--- src/hdl/lgcs_pkg.sv ---
// ----------------------------------------------------------------------------
// lgcs_pkg
// Shared codes, defaults and controller/datapath interface types.
// ----------------------------------------------------------------------------
package lgcs_pkg;

    localparam int DefMaxPoints = 1024;
    localparam int DefMaxLabels = 64;

    localparam logic [2:0] REQ_CLEAR  = 3'd0;
    localparam logic [2:0] REQ_LOAD   = 3'd1;
    localparam logic [2:0] REQ_FINISH = 3'd2;
    localparam logic [2:0] REQ_INDEX  = 3'd3;
    localparam logic [2:0] REQ_ENTRY  = 3'd4;

    localparam logic [1:0] ST_OK       = 2'd0;
    localparam logic [1:0] ST_LBL_FULL = 2'd1;
    localparam logic [1:0] ST_PT_FULL  = 2'd2;
    localparam logic [1:0] ST_RANGE    = 2'd3;

    localparam logic [3:0] OP_NONE     = 4'd0;
    localparam logic [3:0] OP_LATCH    = 4'd1;
    localparam logic [3:0] OP_CLEAR    = 4'd2;
    localparam logic [3:0] OP_ERR      = 4'd3;
    localparam logic [3:0] OP_NEXT     = 4'd4;
    localparam logic [3:0] OP_HIT      = 4'd5;
    localparam logic [3:0] OP_NEW      = 4'd6;
    localparam logic [3:0] OP_PFX_WR   = 4'd7;
    localparam logic [3:0] OP_SC_START = 4'd8;
    localparam logic [3:0] OP_SC_CLS   = 4'd9;
    localparam logic [3:0] OP_SC_WR    = 4'd10;
    localparam logic [3:0] OP_FIN      = 4'd11;
    localparam logic [3:0] OP_ENT_RD   = 4'd12;
    localparam logic [3:0] OP_IDX_OUT  = 4'd13;
    localparam logic [3:0] OP_ENT_OUT  = 4'd14;

    typedef struct packed {
        logic [3:0] op;
        logic [1:0] status;
    } t_cmd;

    typedef struct packed {
        logic [2:0] req;
        logic       pts_full;
        logic       lbl_full;
        logic       lbl_end;
        logic       pt_end;
        logic       hit;
        logic       done;
        logic       pos_pt_ok;
        logic       pos_lbl_ok;
    } t_stat;

endpackage

--- src/hdl/lgcs_ctrl.sv ---
// ----------------------------------------------------------------------------
// lgcs_ctrl
// Sequencer: handshake, request dispatch, label scan, prefix and scatter walk.
// ----------------------------------------------------------------------------
module lgcs_ctrl
    import lgcs_pkg::*;
(
    input  logic  i_clk,
    input  logic  i_rst_n,
    input  logic  i_valid,
    output logic  o_ready,
    output logic  o_valid,
    input  logic  i_ready,
    input  t_stat i_stat,
    output t_cmd  o_cmd
);

    localparam logic [3:0] S_IDLE     = 4'd0;
    localparam logic [3:0] S_DISP     = 4'd1;
    localparam logic [3:0] S_SCAN_RD  = 4'd2;
    localparam logic [3:0] S_SCAN_CMP = 4'd3;
    localparam logic [3:0] S_PFX_RD   = 4'd4;
    localparam logic [3:0] S_PFX_WR   = 4'd5;
    localparam logic [3:0] S_SC_RD    = 4'd6;
    localparam logic [3:0] S_SC_CLS   = 4'd7;
    localparam logic [3:0] S_SC_WR    = 4'd8;
    localparam logic [3:0] S_IDX_WAIT = 4'd9;
    localparam logic [3:0] S_ENT_WAIT = 4'd10;
    localparam logic [3:0] S_RESP     = 4'd11;

    logic [3:0] r_state, n_state;

    always_ff @(posedge i_clk) begin
        if (!i_rst_n) begin
            r_state <= S_IDLE;
        end else begin
            r_state <= n_state;
        end
    end

    assign o_ready = (r_state == S_IDLE);
    assign o_valid = (r_state == S_RESP);

    always_comb begin
        n_state      = r_state;
        o_cmd.op     = OP_NONE;
        o_cmd.status = ST_OK;
        unique case (r_state)
            S_IDLE: begin
                if (i_valid) begin
                    o_cmd.op = OP_LATCH;
                    n_state  = S_DISP;
                end
            end
            S_DISP: begin
                priority if (i_stat.req == REQ_CLEAR) begin
                    o_cmd.op = OP_CLEAR;
                    n_state  = S_RESP;
                end else if (i_stat.req == REQ_LOAD) begin
                    if (i_stat.pts_full) begin
                        o_cmd.op     = OP_ERR;
                        o_cmd.status = ST_PT_FULL;
                        n_state      = S_RESP;
                    end else begin
                        n_state = S_SCAN_RD;
                    end
                end else if (i_stat.req == REQ_FINISH) begin
                    n_state = S_PFX_RD;
                end else if (i_stat.req == REQ_INDEX) begin
                    if (i_stat.done && i_stat.pos_pt_ok) begin
                        n_state = S_IDX_WAIT;
                    end else begin
                        o_cmd.op     = OP_ERR;
                        o_cmd.status = ST_RANGE;
                        n_state      = S_RESP;
                    end
                end else if (i_stat.req == REQ_ENTRY) begin
                    if (i_stat.done && i_stat.pos_lbl_ok) begin
                        o_cmd.op = OP_ENT_RD;
                        n_state  = S_ENT_WAIT;
                    end else begin
                        o_cmd.op     = OP_ERR;
                        o_cmd.status = ST_RANGE;
                        n_state      = S_RESP;
                    end
                end else begin
                    o_cmd.op     = OP_ERR;
                    o_cmd.status = ST_RANGE;
                    n_state      = S_RESP;
                end
            end
            S_SCAN_RD: begin
                if (i_stat.lbl_end) begin
                    if (i_stat.lbl_full) begin
                        o_cmd.op     = OP_ERR;
                        o_cmd.status = ST_LBL_FULL;
                    end else begin
                        o_cmd.op = OP_NEW;
                    end
                    n_state = S_RESP;
                end else begin
                    n_state = S_SCAN_CMP;
                end
            end
            S_SCAN_CMP: begin
                if (i_stat.hit) begin
                    o_cmd.op = OP_HIT;
                    n_state  = S_RESP;
                end else begin
                    o_cmd.op = OP_NEXT;
                    n_state  = S_SCAN_RD;
                end
            end
            S_PFX_RD: begin
                if (i_stat.lbl_end) begin
                    o_cmd.op = OP_SC_START;
                    n_state  = S_SC_RD;
                end else begin
                    n_state = S_PFX_WR;
                end
            end
            S_PFX_WR: begin
                o_cmd.op = OP_PFX_WR;
                n_state  = S_PFX_RD;
            end
            S_SC_RD: begin
                if (i_stat.pt_end) begin
                    o_cmd.op = OP_FIN;
                    n_state  = S_RESP;
                end else begin
                    n_state = S_SC_CLS;
                end
            end
            S_SC_CLS: begin
                o_cmd.op = OP_SC_CLS;
                n_state  = S_SC_WR;
            end
            S_SC_WR: begin
                o_cmd.op = OP_SC_WR;
                n_state  = S_SC_RD;
            end
            S_IDX_WAIT: begin
                o_cmd.op = OP_IDX_OUT;
                n_state  = S_RESP;
            end
            S_ENT_WAIT: begin
                o_cmd.op = OP_ENT_OUT;
                n_state  = S_RESP;
            end
            S_RESP: begin
                if (i_ready) begin
                    n_state = S_IDLE;
                end
            end
            default: begin
                n_state = S_IDLE;
            end
        endcase
    end

endmodule

--- config.mk ---
export PLATFORM = sky130hd
export DESIGN_NAME = lgcs_ctrl
export DESIGN_NICKNAME = d
export VERILOG_FILES = /design/src/hdl/lgcs_pkg.sv /design/src/hdl/lgcs_ctrl.sv
export SDC_FILE = /design/constraint.sdc
export NUM_CORES = 1
export LEC_CHECK = 0
export ABC_AREA = 0
export BUFFER_PORTS_ARGS = -buffer_cell sky130_fd_sc_hd__buf_2
export CORE_ASPECT_RATIO = 0.9
export CORE_MARGIN = 4
export CORE_UTILIZATION = 43
export CTS_CLUSTER_DIAMETER = 50
export DETAILED_ROUTE_END_ITERATION = 12
export PLACE_DENSITY = 0.71
export SYNTH_ARGS = -nofsm -noshare
export SYNTH_HDL_FRONTEND = slang
export SYNTH_SLANG_ARGS = --single-unit
export TNS_END_PERCENT = 30
--- constraint.sdc ---
create_clock -name i_clk -period 1.68 [get_ports i_clk]
set_clock_uncertainty 0.05 [all_clocks]
set_input_delay 0.336 -clock i_clk [delete_from_list [all_inputs] [get_ports i_clk]]
set_output_delay 0.336 -clock i_clk [all_outputs]
set_load 0.05 [all_outputs]
Yosys cells after proc, flatten, opt, wreduce, memory -nomap -nowiden
Cells that the tools add are included.

operators by class
  eq/ne operators = 17
  multiplexer cells = 34
  reduce and logical (&&, ||, !) cells = 6

operators with widths
  cell                count
  $pmux 4 s11         2
  $mux 4              16
  $mux 6              4
  $eq 4x3->1 const B  4
  $eq 4x4->1 const B  4
  $eq 4x2->1 const B  2
  $mux 2              4
  $eq 3x2->1 const B  2
  $mux 1              5
  $mux 5              1
  $eq 4x1->1 const B  1
  $logic_not 4->1     1
  $pmux 2 s2          1
  $eq 3x1->1 const B  1
  $eq 3x3->1 const B  1
  $logic_not 3->1     1
  $mux 3              1
  $logic_and 1x1->1   2
  $ne 2x1->1 const B  1
  $ne 2x2->1 const B  1
  $reduce_and 2->1    1
  $reduce_or 2->1     1

storage, ports and cells
  flip-flop bits (word level) = 4
  output and inout port bits = 8

Longest topological paths before layout
Gate-level depths: netlist (run 1).

  depth in word-level cells = 8
  depth in mapped cells = 6

Worst setup path after synthesis (run 1)
OpenSTA, ideal clock, no wires.

  kind = input to output
  from = in i_stat[10] in the netlist's numbering
  to = out o_cmd[3] in the netlist's numbering
  data arrival time = 2041 ps
  path slack = -747 ps
  stages = 4
  buffers on the path = 1
  cell sequence = buf_2 > nor4bb_1 > a211oi_1 > o32ai_1

RTL lines
  item                RTL line         text
  start: declaration  lgcs_ctrl.sv:14  input t_stat i_stat,
  end: declaration    lgcs_ctrl.sv:15  output t_cmd o_cmd

==> results of run 1 <==
## area by class of cell
class | count | area, um^2
Sequential cell | 4 | 92.59
Inverter | 5 | 18.77
Timing Repair Buffer | 55 | 439.2
Fill cell | 88 | 217.7
Clock buffer | 3 | 22.52
Multi-Input combinational cell | 78 | 621.8
Tap cell | 15 | 18.77
## through the flow
step | instances | setup WS (ns) | total power, mW
4_1_cts | 159 | -0.2438 | 2.156
3_5_place_dp | 154 | -0.3168 | 1.833
3_3_place_gp | 154 | -0.3546 | 1.793
2_1_floorplan | 95 | -0.3267 | 1.276
6_report | 160 | -0.2628 | 2.326
5_1_grt | 160 | -0.3210 | 2.445
## power by group through the flow
stage | registers [mW] | logic [mW] | clock network, mW
after CTS | 0.237 | 1.80 | 0.117
after global placement | 0.213 | 1.58 | 0
final | 0.259 | 1.95 | 0.120
after detailed placement | 0.215 | 1.62 | 0
after global routing | 0.266 | 2.05 | 0.129
after floorplan | 0.175 | 1.10 | 0
## per-layer routing
metal / vias to the layer above / GRT usage (%)
met5: - / 0
met4: 0 / 7.527
met3: 6 / 3.630
met2: 44 / 44.79
met1: 479 / 27.15
li1: 459 / -
## repair_timing
item                                    4_1_cts  5_1_grt
endpoints found under the setup margin        9        9
pin swaps                                     6        2
buffers inserted                              2        1
resized for setup                            35       17
## path summary, 6_finish.rpt
path              start  cells after the start          to  slack [ns]
min reg2reg  r_state[1]                      4  r_state[2]        0.68
max reg2reg  r_state[3]                      6  r_state[3]           0
min             i_rst_n                      2  r_state[3]        0.31
max          r_state[0]                      5    o_cmd[2]       -0.26
## cells by family (layout without fill, tap and decap cells)
logic type / count (synthesis) / after routing / synth area share (%)
DFF: 4 / 4 / 12.31
muxes: 1 / 1 / 1.731
buffers and inverters: 13 / 63 / 8.652
AOI/OAI and AO/OA: 40 / 40 / 43.27
and+or+nand+nor: 37 / 37 / 34.04
## placed cells by master (no fill, tap or decap), types with 2 or more instances in the layout
cell,count
clkbuf_4,3
a31oi_1,2
buf_6,13
o211ai_1,2
buf_2,12
nor2_1,2
a21oi_2,3
nor2_2,2
a21oi_1,7
o21a_1,2
dfxtp_4,3
nand2_1,8
buf_4,29
nand2_2,2
inv_1,4
nor2b_1,2
nand2b_1,3
o21ai_0,3
nor2b_2,2
nand3b_1,2
a211o_1,3
a22o_1,2
==> impl_metrics.ini, run 1 <==
[pwr]
sw_frac_of_total_pct = 50.77
internal_power_mw = 1.145
pwr-share-comb_pct = 83.7
netSwitchingPower_mw = 1.181
pwr-share-seq_pct = 11.1
p_clk_share_pct = 5.2
p_leak_nw = 0.5552
peakVddDrop_mv = 1.279
power.density_mw_per_mm2 = 1917

[synthesis]
syn_avg_cell_area_um2 = 6.849
async_flop_share_pct = 0
synth_cells = 95
syn_nets = 110
synthTopCellsByCount = a21oi_1, nand2_1, buf_2, nor2_1, nor2b_1
synth_cell_types = 46
synth_edf_count = 0
synth.top_cell.area_share_pct = 12.31
ys.flop_type = dfxtp_1
ys.warnings.count = 0
syn_area_um2 = 650.6
yosysSeqAreaShare_pct = 12.31
ys_top_cells_by_area = dfxtp_1, a21oi_1, nand2_1
yosys.area.top_type = dfxtp_1
synth_seq_cells = 4

[clock_tree]
cts.clk_slew.worst_paths_ns = 0.03
h-tree-depth = 1
ctsLongestPathBuffers = 2
insertion_delay_ns = 0.24
cts-hold-fix-buffers = 0
cts_tree = built
clock_sinks = 4
numCtsBuffers = 3
cts-root-buf = clkbuf_4

[drt]
highest_layer = met4
wl_met3_um = 180
ant_nets = 0
drc = 0
wl_met2_um = 1395
dr.pass1.iters = 4
totalWireLength_um = 2693
drt-met1-wl_um = 1058
vias = 988
drtIter0Drc = 25
post_drt_wl_per_cell_um = 16.83
via_per_inst = 6.175

[sta]
finalSetupViolCount = 7
fin_setup_tns_ns = -1.082
fin_crit_ns = 1.943
max_slew_margin_pct = 78.37
layout_setup_ws_ns = -0.2628
finalCritPeriodShare_pct = 115.6
drv_slew = 0
timing.hold.ws_ns = 0.3088
fmax_ghz = 0.5147
final-hold-violation-count = 0
rsz0062_at_grt = true
tightest_slew_ns = 0.3239

[placed_design]
dpl_cell_area_um2 = 983.4
port_buffers = 22
hpwl_um = 1846
gp_congestion = 0.8732

[die]
boundaryPins = 23
start_util_pct = 45.45
core-area_mm2 = 0.001431
rows = 13
dieWidth_um = 49
dieHeight_um = 44.90
die_area_mm2 = 0.002200

[grt]
grt.overflow.total = 0
grt_pass1_vias = 955
grt_antenna_before_repair = 0
grt_pass1_wl_um = 4146
grt_max_degree = 11
globalRouteTotalUtil_pct = 23.52

[setup_path]
critPathBufInv = 1
critPathRequiredTime_ns = 1.29
start_kind = flop
cpLargestDelayFamily = compound AO/OA/AOI/OAI gates
end_kind = output pin
critPathMaxFanout = 10
crit_chain = nor2_2 > nand2_1 > a211o_1 > o211ai_1 > buf_4
slowest_stage = dfxtp_4
cpPeakStageDelay_ns = 0.37
critPathKind = flop to output pin
critPathArrivalTime_ns = 1.56

[finish]
synthToLayoutAreaGrowth_pct = 86.54
largest_register = r_state
final_area_mm2 = 0.001214
reg_top3 = r_state (4)
fin_nets = 162
diodes = 0
drive_above_1_share_pct = 57.93
largest_reg_flops = 4
post-route-util_pct = 84.79

[min_path]
hp-class = primary input to flop

[flow_run]
max_cap_violations = 0

[status]
violations = negative setup slack
status = complete, but fails checks
Note: power is estimated with default switching activity, not from simulation.
==> run 2: changes to the inputs <==
--- a/config.mk
+++ b/config.mk
@@ -7,12 +7,11 @@
 export LEC_CHECK = 0
 export ABC_AREA = 0
 export BUFFER_PORTS_ARGS = -buffer_cell sky130_fd_sc_hd__buf_2
-export CORE_ASPECT_RATIO = 0.9
 export CORE_MARGIN = 4
-export CORE_UTILIZATION = 43
+export CORE_UTILIZATION = 48
 export CTS_CLUSTER_DIAMETER = 50
 export DETAILED_ROUTE_END_ITERATION = 12
-export PLACE_DENSITY = 0.71
+export PLACE_DENSITY = 0.75
 export SYNTH_ARGS = -nofsm -noshare
 export SYNTH_HDL_FRONTEND = slang
 export SYNTH_SLANG_ARGS = --single-unit
==> constraint.sdc (replaced) <==
create_clock -name i_clk -period 2.2 [get_ports i_clk]
set_clock_uncertainty 0.05 [all_clocks]
set_input_delay 0.44 -clock i_clk [delete_from_list [all_inputs] [get_ports i_clk]]
set_output_delay 0.44 -clock i_clk [all_outputs]
set_load 0.05 [all_outputs]
==> run 2 against run 1 <==
Net effect:
- total power down 41%
- critical path type is now primary input to output pin
- sequential power down 7%
- final cell count down 13%
- die area down 8.7%
- the flow now finishes without violations
- final area down 25%
- critical path depth up 1
- core utilization down 14 points
- first-iteration DRC count down 32%
- highest routed layer is now met3
- clock power down 26%
- combinational power down 46%
- global-route usage down 1.4 points
==> impl_metrics.ini, run 2 (synthesis results as in run 1) <==
[setup_path]
critPathKind = primary input to output pin
critPathArrivalTime_ns = 1.61
cpPeakStageDelay_ns = 0.33
start_kind = primary input
critPathBufInv = 2
cpLargestDelayFamily = compound AO/OA/AOI/OAI gates
cp-startpoint = i_stat[8]
critPathRequiredTime_ns = 1.71
critPathMaxFanout = 4
slowest_stage = a211o_1
reg2reg_from = r_state[2]
end_kind = output pin
crit_chain = buf_2 > a21boi_1 > a211o_1 > a21oi_1 > o211ai_1 > clkbuf_4

[min_path]
hp-class = primary input to flop
hp-start = i_rst_n

[finish]
stdcell_count = 140
largest_register = r_state
final_common_cell = buf_2
diodes = 0
regArea_um2 = 90.09
synthToLayoutAreaGrowth_pct = 40.58
mostFrequentLayoutCells = buf_2, buf_4, nand2_1, a21oi_1, clkbuf_4
largest_reg_flops = 4
multi_input_area_um2 = 544.3
drive_above_1_share_pct = 40.00
final_area_um2 = 914.6
final.fill_count = 114
fin_nets = 142
post-route-util_pct = 71.18
reg_top3 = r_state (4)

[sta]
max_slew_margin_pct = 75.03
rsz0062_at_grt = true
finalSetupViolCount = 0
fin_crit_ns = 2.096
drv_slew = 0
finalCritPeriodShare_pct = 95.25
tightest_slew_ns = 0.3714
fmax_ghz = 0.4772
final-hold-violation-count = 0
timing.hold.ws_ns = 0.4226
fin_setup_tns_ns = 0
layout_setup_ws_ns = 0.1045

[flow_run]
max_cap_violations = 0

[clock_tree]
insertion_delay_ns = 0.23
ctsLongestPathBuffers = 2
clock_sinks = 4
cts-root-buf = clkbuf_4
h-tree-depth = 1
cts.clk_slew.worst_paths_ns = 0.03
cts-hold-fix-buffers = 0
numCtsBuffers = 3
cts_tree = built

[pwr]
p_leak_nw = 0.4129
p_clk_share_pct = 6.5
sw_frac_of_total_pct = 55.10
power_mw = 1.379
internal_power_uw = 619.1
power.density_mw_per_mm2 = 1508
pwr-share-seq_pct = 17.5
netSwitchingPower_uw = 759.7
peakVddDrop_mv = 0.8218
pwr-share-comb_pct = 76.0

[die]
dieWidth_um = 44.82
core-area_mm2 = 0.001285
die_area_mm2 = 0.002008
rows = 13
boundaryPins = 23
start_util_pct = 50.63
dieHeight_um = 44.82

[status]
status = completed

[drt]
drtIter0Drc = 17
vias = 825
post_drt_wl_per_cell_um = 14.58
totalWireLength_um = 2041
ant_nets = 0
drc = 0
dr.pass1.iters = 4
via_per_inst = 5.893

[grt]
grt.overflow.total = 0
grt_pass1_wl_um = 3429
grt.met3_usage_pct = 4.382
grt_max_degree = 17
grt_pass1_vias = 795
met1_usage_pct = 29.50
grt_antenna_before_repair = 0
grt_most_used_layer = met2
globalRouteTotalUtil_pct = 22.16
met2_usage_pct = 35.82

[placed_design]
port_buffers = 22
hpwl_um = 1575
dp_slack_ns = -0.01333
dpl_cell_area_um2 = 847.1
gp_congestion = 0.8862
dp_cells = 137
-- run 2: cell type report --
cell class                      instances  area share [%]
Multi-Input combinational cell         78           59.51
Clock buffer                            3           2.462
Sequential cell                         4           9.850
Timing Repair Buffer                   35           24.08
Tap cell                               15           2.052
Inverter                                5           2.052
-- run 2: power by group through the flow --
stage / Clock [mW] / Sequential, mW / Combinational, mW
5_1_grt: 0.101 / 0.250 / 1.13
3_3_place_gp: 0 / 0.213 / 0.980
3_5_place_dp: 0 / 0.214 / 0.993
6_report: 0.0892 / 0.241 / 1.05
2_1_floorplan: 0 / 0.126 / 0.806
4_1_cts: 0.0925 / 0.220 / 0.999
-- run 2: timing repair --
item	CTS	global route
gates cloned	0	0
resized for setup	5	11
setup buffers	0	0
pin swaps	0	0
setup endpoints to repair	6	4
-- run 2: metal layers --
layer  share of wire, %  routed length (um)
met1                 45                 927
met5                  0                   0
met4                  0                   0
met2                 48                 984
met3                6.4                 130
-- run 2: worst paths after layout --
path / to / slack (ns) / cells past startpoint
setup / recovery: o_cmd[2] / 0.10 / 6
hold / removal: r_state[3] / 0.42 / 2
setup reg to reg: r_state[3] / 0.67 / 4
hold reg to reg: r_state[2] / 0.50 / 2
==> run 3: changes to the inputs <==
==> constraint.sdc (replaced) <==
create_clock -name i_clk -period 2.2 [get_ports i_clk]
set_clock_uncertainty 0.05 [all_clocks]
set_input_delay 0.11 -clock i_clk [delete_from_list [all_inputs] [get_ports i_clk]]
set_output_delay 0.11 -clock i_clk [all_outputs]
set_load 0.01 [all_outputs]
==> run 3 against run 2 <==
Net effect:
- sequential cell count unchanged
- hold slack worse by 0.34 ns
- highest routed layer is now met4
- first-iteration DRC count rose to 3.4 times the previous value
- register-to-register slack worse by 0.23 ns
- core utilization down 11 points
- final cell count down 8.6%
- global-route usage down 2.6 points
- fmax up 7.7%
- routed wire length down 11%
==> impl_metrics.ini, run 3 (synthesis results as in run 1) <==
[drt]
drtIter0Drc = 58
ant_nets = 0
post_drt_wl_per_cell_um = 14.13
dr.pass1.iters = 4
vias = 803
drc = 0
via_per_inst = 6.273
totalWireLength_um = 1808

[min_path]
holdPathEnd = r_state[3]
hp-class = primary input to flop
worstHoldPathCells = 2
hp-start = i_rst_n

[finish]
final_common_cell = buf_2
reg_top3 = r_state (4)
post-route-util_pct = 60.08
mostFrequentLayoutCells = buf_2, nand2_1, a21oi_1
largest_reg_flops = 4
final.fill_count = 125
final_area_um2 = 772.0
largest_register = r_state
fin_nets = 130
synthToLayoutAreaGrowth_pct = 18.65
drive_above_1_share_pct = 26.55
diodes = 0

[die]
core-area_mm2 = 0.001285
dieHeight_um = 44.82
die_area_mm2 = 0.002008
rows = 13
start_util_pct = 50.63
dieWidth_um = 44.82
boundaryPins = 23

[grt]
met1_usage_pct = 26.51
grt_pass1_vias = 705
grt_antenna_before_repair = 0
grt_max_degree = 19
grt.met3_usage_pct = 2.390
grt_most_used_layer = met2
met2_usage_pct = 30.95
globalRouteTotalUtil_pct = 19.57
grt.overflow.total = 0
grt_pass1_wl_um = 3001

[sta]
finalSetupViolCount = 0
layout_setup_ws_ns = 0.2540
fmax_ghz = 0.5139
rsz0062_at_grt = false
tightest_slew_ns = 0.6000
drv_slew = 0
fin_setup_tns_ns = 0
max_slew_margin_pct = 59.94
finalCritPeriodShare_pct = 88.46
fin_crit_ns = 1.946
timing.hold.ws_ns = 0.07834
final-hold-violation-count = 0

[flow_run]
max_cap_violations = 0

[setup_path]
reg2reg_from = r_state[2]
start_kind = flop
critPathRequiredTime_ns = 2.04
critPathArrivalTime_ns = 1.79
critPathMaxFanout = 18
critPathKind = flop to output pin
r2r_slack_ns = 0.44
rr_worst_depth = 4
worstReg2RegEnd = r_state[3]
end_kind = output pin

[clock_tree]
insertion_delay_ns = 0.24
cts_resized = 0
cts-hold-fix-buffers = 0
cts-root-buf = clkbuf_4
h-tree-depth = 1
cts_setup_buffers = 0
cts_tree = built
numCtsBuffers = 3
cts.clk_slew.worst_paths_ns = 0.04
clock_sinks = 4
ctsLongestPathBuffers = 2

[placed_design]
dpl_cell_area_um2 = 749.5
gp_congestion = 0.9257
hpwl_um = 1394
dp_slack_ns = 0.4670
port_buffers = 22

[status]
status = completed

[pwr]
p_leak_nw = 0.3455
power.density_mw_per_mm2 = 1228
peakVddDrop_mv = 0.5790
## run 3: cell types whose count changed in the layout (fill, tap and decap cells not counted), sizes merged
cell and change:
clkbuf -5, buf -7
## run 3: worst max path at each step
stage / cells after the start / from / endpoint / slack, ns
after floorplan: 4 / r_state[1] / r_state[3] / 0.68
after detailed placement: 4 / r_state[2] / r_state[3] / 0.47
after global routing: 5 / r_state[2] / o_cmd[2] / 0.15
final: 5 / r_state[1] / o_cmd[2] / 0.25
after CTS: 5 / r_state[1] / o_cmd[2] / 0.29
after global placement: 3 / r_state[1] / r_state[3] / 0.49
## run 3: cell type report
class	count	area, um^2	share of cell area (%)
multi-input cells	78	514.2	66.61
repair buffers	23	117.6	15.24
flip-flops and latches	4	80.08	10.37
clock buffers	3	22.52	2.917
inverters	5	18.77	2.431
well taps	15	18.77	2.431
## run 3: critical path, stage by stage (launching register included)
cell      delay (ns)
dfxtp_1         0.69
nor2b_1         0.29
and4_1          0.25
a311oi_1        0.06
o211ai_1        0.11
buf_2           0.15
## run 3: metal layers
metal,vias up,wire length (um)
li1,400,-
met1,346,801
met2,53,780
met3,4,201
met4,0,25
met5,-,0
## run 3: metrics by stage
step                std cells  total power [mW]
floorplan                  95            0.6773
global placement          125            0.8438
detailed placement        125            0.8454
CTS                       128            0.9442
global route              128             1.031
finish                    128            0.9482
## run 3: report_power, final
part	internal, mW	switching, mW
combinational	0.314	0.323
clock	0.0612	0.0329
sequential	0.104	0.114
